**config.mk**
```make
export PLATFORM = sky130hd
export DESIGN_NAME = cse_ctrl
export DESIGN_NICKNAME = d
export VERILOG_FILES = /design/src/rtl/cse_pkg.sv /design/src/rtl/cse_ctrl.sv
export SDC_FILE = /design/constraint.sdc
export NUM_CORES = 1
export LEC_CHECK = 0
export BUFFER_PORTS_ARGS = -buffer_cell sky130_fd_sc_hd__buf_2
export CORE_AREA = 3 3 40 42
export DETAILED_ROUTE_END_ITERATION = 16
export DIE_AREA = 0 0 43 45
export PLACE_DENSITY = 0.57
export SLEW_MARGIN = 10
export SYNTH_ARGS = -nofsm -noshare
export SYNTH_HDL_FRONTEND = slang
export SYNTH_SLANG_ARGS = --single-unit
```
**constraint.sdc**
```tcl
create_clock -name i_clk -period 1.1 [get_ports i_clk]
set_input_delay 0.055 -clock i_clk [delete_from_list [all_inputs] [get_ports i_clk]]
set_output_delay 0.055 -clock i_clk [all_outputs]
set_load 0.005 [all_outputs]
```
**src/rtl/cse_pkg.sv**
```systemverilog
package cse_pkg;

    localparam int MaxKnots = 64;
    localparam int DataW    = 32;
    localparam int CountW   = 7;
    localparam int OutSegW  = 6;

    localparam logic CMD_WRITE = 1'b0;
    localparam logic CMD_EVAL  = 1'b1;

    typedef enum logic [3:0] {
        OP_NONE,
        OP_LOAD_SEG,
        OP_CHECK_LO,
        OP_CHECK_HI,
        OP_SEARCH_RD,
        OP_SEARCH_CMP,
        OP_FETCH,
        OP_MUL_E,
        OP_MUL_T1,
        OP_MUL_T2,
        OP_MUL_S,
        OP_FINISH,
        OP_MUL_V,
        OP_VALUE
    } t_op;

    typedef struct packed {
        t_op  op;
        logic start;
    } t_cmd;

    typedef struct packed {
        logic hit;
        logic search_done;
    } t_status;

    function automatic logic signed [DataW-1:0] sat32(input logic signed [DataW+3:0] v);
        logic signed [DataW+3:0] max_v;
        logic signed [DataW+3:0] min_v;
        max_v = (DataW+4)'(signed'({1'b0, {(DataW-1){1'b1}}}));
        min_v = -max_v - (DataW+4)'(1);
        if (v > max_v) begin
            return {1'b0, {(DataW-1){1'b1}}};
        end else if (v < min_v) begin
            return {1'b1, {(DataW-1){1'b0}}};
        end
        return v[DataW-1:0];
    endfunction

    function automatic logic signed [DataW-1:0] qscale(input logic signed [2*DataW-1:0] p);
        logic signed [2*DataW-1:0] s;
        s = p >>> 16;
        if (s > (2*DataW)'(signed'({1'b0, {(DataW-1){1'b1}}}))) begin
            return {1'b0, {(DataW-1){1'b1}}};
        end else if (s < -(2*DataW)'(signed'({1'b0, {(DataW-1){1'b1}}})) - (2*DataW)'(1)) begin
            return {1'b1, {(DataW-1){1'b0}}};
        end
        return s[DataW-1:0];
    endfunction

endpackage

```
**src/rtl/cse_ctrl.sv**
```systemverilog
module cse_ctrl (
    input  logic            i_clk,
    input  logic            i_rst_n,
    input  logic            i_in_valid,
    input  logic            i_cmd,
    input  logic            i_out_stall,
    input  cse_pkg::t_status i_status,
    output logic            o_in_stall,
    output logic            o_out_valid,
    output cse_pkg::t_cmd   o_cmd
);
    import cse_pkg::*;

    typedef enum logic [3:0] {
        S_IDLE, S_LOAD, S_CLO, S_CHI, S_SRD, S_SCMP, S_FETCH,
        S_ME, S_MT1, S_MT2, S_MS, S_FIN, S_MV, S_VAL, S_OUT
    } t_state;

    t_state r_state, n_state;
    logic   r_out_valid, n_out_valid;

    always_comb begin
        n_state     = r_state;
        n_out_valid = r_out_valid;
        o_cmd.op    = OP_NONE;
        o_cmd.start = 1'b0;
        case (r_state)
            S_IDLE: begin
                if (i_in_valid && i_cmd == CMD_EVAL) begin
                    o_cmd.start = 1'b1;
                    n_state = S_LOAD;
                end
            end
            S_LOAD: begin o_cmd.op = OP_LOAD_SEG; n_state = S_CLO; end
            S_CLO:  begin o_cmd.op = OP_CHECK_LO; n_state = S_CHI; end
            S_CHI: begin
                o_cmd.op = OP_CHECK_HI;
                n_state = S_SRD;
            end
            S_SRD: begin
                if (i_status.hit || i_status.search_done) begin
                    n_state = S_FETCH;
                end else begin
                    o_cmd.op = OP_SEARCH_RD;
                    n_state = S_SCMP;
                end
            end
            S_SCMP: begin o_cmd.op = OP_SEARCH_CMP; n_state = S_SRD; end
            S_FETCH: begin o_cmd.op = OP_FETCH; n_state = S_ME; end
            S_ME:  begin o_cmd.op = OP_MUL_E;  n_state = S_MT1; end
            S_MT1: begin o_cmd.op = OP_MUL_T1; n_state = S_MT2; end
            S_MT2: begin o_cmd.op = OP_MUL_T2; n_state = S_MS; end
            S_MS:  begin o_cmd.op = OP_MUL_S;  n_state = S_FIN; end
            S_FIN: begin o_cmd.op = OP_FINISH; n_state = S_MV; end
            S_MV:  begin o_cmd.op = OP_MUL_V;  n_state = S_VAL; end
            S_VAL: begin
                o_cmd.op = OP_VALUE;
                n_out_valid = 1'b1;
                n_state = S_OUT;
            end
            S_OUT: begin
                if (!i_out_stall) begin
                    n_out_valid = 1'b0;
                    n_state = S_IDLE;
                end
            end
            default: n_state = S_IDLE;
        endcase
    end

    always_ff @(posedge i_clk) begin
        if (!i_rst_n) begin
            r_state     <= S_IDLE;
            r_out_valid <= 1'b0;
        end else begin
            r_state     <= n_state;
            r_out_valid <= n_out_valid;
        end
    end

    assign o_in_stall  = (r_state != S_IDLE);
    assign o_out_valid = r_out_valid;

    a_out_only_in_out: assert property (@(posedge i_clk) disable iff (!i_rst_n)
        r_out_valid |-> r_state == S_OUT) else $error("valid outside output state");
    a_busy_after_eval: assert property (@(posedge i_clk) disable iff (!i_rst_n)
        (r_state == S_IDLE && i_in_valid && i_cmd == CMD_EVAL) |=> o_in_stall)
        else $error("eval not started");
    a_out_hold: assert property (@(posedge i_clk) disable iff (!i_rst_n)
        (r_out_valid && i_out_stall) |=> r_out_valid) else $error("result dropped");
endmodule

```
==> results.py <==
metrics = {
    "timing": {
        "worst_pin_slew_ns": 0.2387,
        "period_share_pct": 113.6,
        "fin_ws_ns": -0.1494,
        "setup_viol": 6,
        "fmax_ghz": 0.8004,
        "finalHoldViolations": 0,
        "skew_ns": 0.003551,
        "period_needed_ns": 1.249,
        "slew_viol_final": 0,
        "slew_headroom_pct": 84.06,
        "grt_setup_unrepaired": "yes",
    },
    "place": {
        "dp_hpwl_um": 664.1,
        "dp_cells": 78,
        "io_buffers": 13,
        "place_area_um2": 461.7,
        "globalplace.congestion": 0.7754,
    },
    "worst_setup_path": {
        "cpLargestDelayFamily": "simple AND/OR/NAND/NOR gates",
        "end_kind": "output port",
        "start_kind": "flip-flop",
        "max_stage_delay_ns": 0.35,
        "r2r_cells": 5,
        "cp.arrival_ns": 1.19,
        "path_cells": "nor3_4 > nand2b_1 > buf_4 > nor2_1 > buf_2",
        "reg2reg_slack_ns": 0.03,
        "crit_fanout": 4,
        "worstSetupPathType": "flip-flop to output port",
        "critPathSlowestCell": "dfxtp_4",
        "worst-path-buf-inv": 2,
        "r2r_start": "r_state[0]$_SDFFE_PN0P_",
        "cp.required_ns": 1.04,
        "rr_endpoint": "r_state[0]$_SDFFE_PN0P_",
        "worst-path-stages": 5,
    },
    "clock_tree": {
        "cts_hold_buf": 0,
        "cts_made_buffers": 3,
        "cts_max_level": 1,
        "cts_tree": "yes",
        "clockBufferDepth": 2,
        "cts-root-buf": "clkbuf_4",
        "clk_pin_slew_worst_paths_ns": 0.05,
        "clk_latency_ns": 0.24,
        "clock_sinks": 5,
    },
    "floorplanning": {
        "core_area_um2": 1285,
        "ios": 14,
        "fp-row-count": 13,
        "dieArea_um2": 1935,
        "die_x_um": 43,
        "chipHeight_um": 45,
        "start_util_pct": 27.95,
    },
    "power_and_ir_drop": {
        "power_uw": 793.2,
        "powerDensity_nw_per_um2": 1387,
        "ir_worst_vdd_uv": 678.7,
        "p_leak_nw": 0.2528,
    },
    "global_route": {
        "overflow": 0,
        "grt_pass1_wl_um": 1511,
        "grt_max_degree": 9,
        "gr-usage-all-layers_pct": 10.48,
        "grt_pass1_vias": 367,
        "antenna_found_initial": 0,
    },
    "logic_synthesis": {
        "synth_warnings": 0,
        "synthesis.nets": 53,
        "syn_area_per_cell_um2": 7.806,
        "synth-edff-count": 0,
        "ys_seq_area_share_pct": 27.87,
        "ys_ff_latch": 5,
        "netlist_area_um2": 359.1,
        "async_flop_share_pct": 0,
        "synth-main-ff-cell": "dfxtp_1",
        "yosys.cell_types.count": 23,
        "postSynthCellCount": 46,
    },
    "drt": {
        "drtIter0Drc": 7,
        "totalWireLength_um": 1016,
        "vias_per_cell": 5.069,
        "first_pass_iters": 4,
        "ant_nets": 0,
        "wire_per_inst_um": 11.68,
        "num_vias": 441,
        "drc_errors": 0,
    },
    "run_status": {
        "violations": "negative setup slack",
        "status": "finished, violations left",
    },
    "cells_and_area": {
        "layout-drive-gt1-share_pct": 56.94,
        "final_net_count": 80,
        "area_growth_pct": 59.23,
        "fill_cells": 145,
        "n_antenna_cell": 0,
        "design_area_um2": 571.8,
        "stdcell_count": 87,
        "utilization_pct": 44.50,
    },
    "worst_hold_path": {
        "hold_depth": 3,
        "hold_start": "i_rst_n",
        "hold_class": "input port to flip-flop",
        "min_to": "r_state[2]$_SDFFE_PN0P_",
    },
    "job": {
        "drv_cap": 0,
    },
}
## registers in the layout, indices dropped and copies added, names as in the netlist
register,count
o_out_valid,1
r_state,4
## layer usage
metal,track usage (%),wire length (um),up-vias,share of wire (%)
met5,0,0,-,0
met4,6.024,6,0,0.59
met3,3.586,76,2,7.5
met2,16.77,472,19,46
met1,12.26,459,197,45
li1,-,-,223,-
## layout make-up
cell class | count | area [um^2] | share of cell area, %
clock buffer | 4 | 26.28 | 4.595
timing repair buffer | 26 | 170.2 | 29.76
inverter | 3 | 11.26 | 1.969
tap | 15 | 18.77 | 3.282
sequential | 5 | 112.6 | 19.69
multi-input combinational | 34 | 232.7 | 40.70
## synth_stat cells, types with 2 or more instances
library cell,number,area [um^2]
nor2_1,2,7.510
dfxtp_1,5,100.1
nand2_1,6,22.52
buf_6,3,33.78
inv_1,3,11.26
a21oi_1,5,25.02
a211oi_1,3,22.52
a31oi_1,3,18.77
o21ai_0,2,10.01
## metrics by stage
step / setup TNS [ns] / worst slack [ns] / hold slack [ns]
2_1_floorplan: 0 / 0.06297 / 0.1837
3_3_place_gp: -0.01263 / -0.01263 / 0.3851
3_5_place_dp: 0 / 0.01696 / 0.3831
4_1_cts: -0.3560 / -0.1327 / 0.1343
5_1_grt: -0.8421 / -0.2140 / 0.1385
6_report: -0.5115 / -0.1494 / 0.1287
## logic make-up after synthesis
kind of cell	after synthesis	synth area share (%)
AO/OA/AOI/OAI	19	36.59
flip-flops	5	27.88
AND/OR/NAND/NOR	15	20.91
buffers and inverters	7	14.63
## worst max path at each step
stage / slack (ns) / startpoint / endpoint
detailed placement: 0.02 / r_state[1]$_SDFFE_PN0P_ / o_cmd[0]
CTS: -0.13 / r_state[3]$_SDFFE_PN0P_ / o_cmd[0]
global route: -0.21 / r_state[1]$_SDFFE_PN0P_ / o_cmd[0]
finish: -0.15 / r_state[1]$_SDFFE_PN0P_ / o_cmd[0]
floorplan: 0.06 / r_state[0]$_SDFFE_PN0P_ / r_state[0]$_SDFFE_PN0P_
global placement: -0.01 / r_state[2]$_SDFFE_PN0P_ / r_state[0]$_SDFFE_PN0P_
## cells in the final DEF (no fill, tap or decap)
cell,count
nor3_4,1
dfxtp_2,1
o21a_1,1
dfxtp_4,3
a21oi_2,3
nor3b_2,1
o211ai_1,1
clkbuf_4,3
clkbuf_1,1
o21ai_2,1
nand2_1,5
nand3b_1,1
a21oi_1,3
nor2_1,2
and3_1,1
nand2b_1,1
nand2_2,1
a2111oi_2,1
o31ai_1,1
inv_1,3
buf_6,2
buf_2,13
a211oi_1,3
dfxtp_1,1
nor2b_1,1
and2_1,1
buf_4,11
a31oi_1,3
o21ai_0,2
## tightest hold or removal path, cell delays in order
cell	delay, ns
buf_2	0.07
inv_1	0.09
a21oi_2	0.11
## repair_timing
item | in CTS | in global routing
buffers inserted | 2 | 3
gates resized for setup | 4 | 11
setup endpoints to repair | 6 | 8
pin swaps | 2 | 2
## where the power goes
group	switching [mW]	internal [mW]
registers	0.0311	0.203
logic	0.149	0.193
clock network	0.0787	0.137
total	0.259	0.534
(Power assumes the default switching activity.)
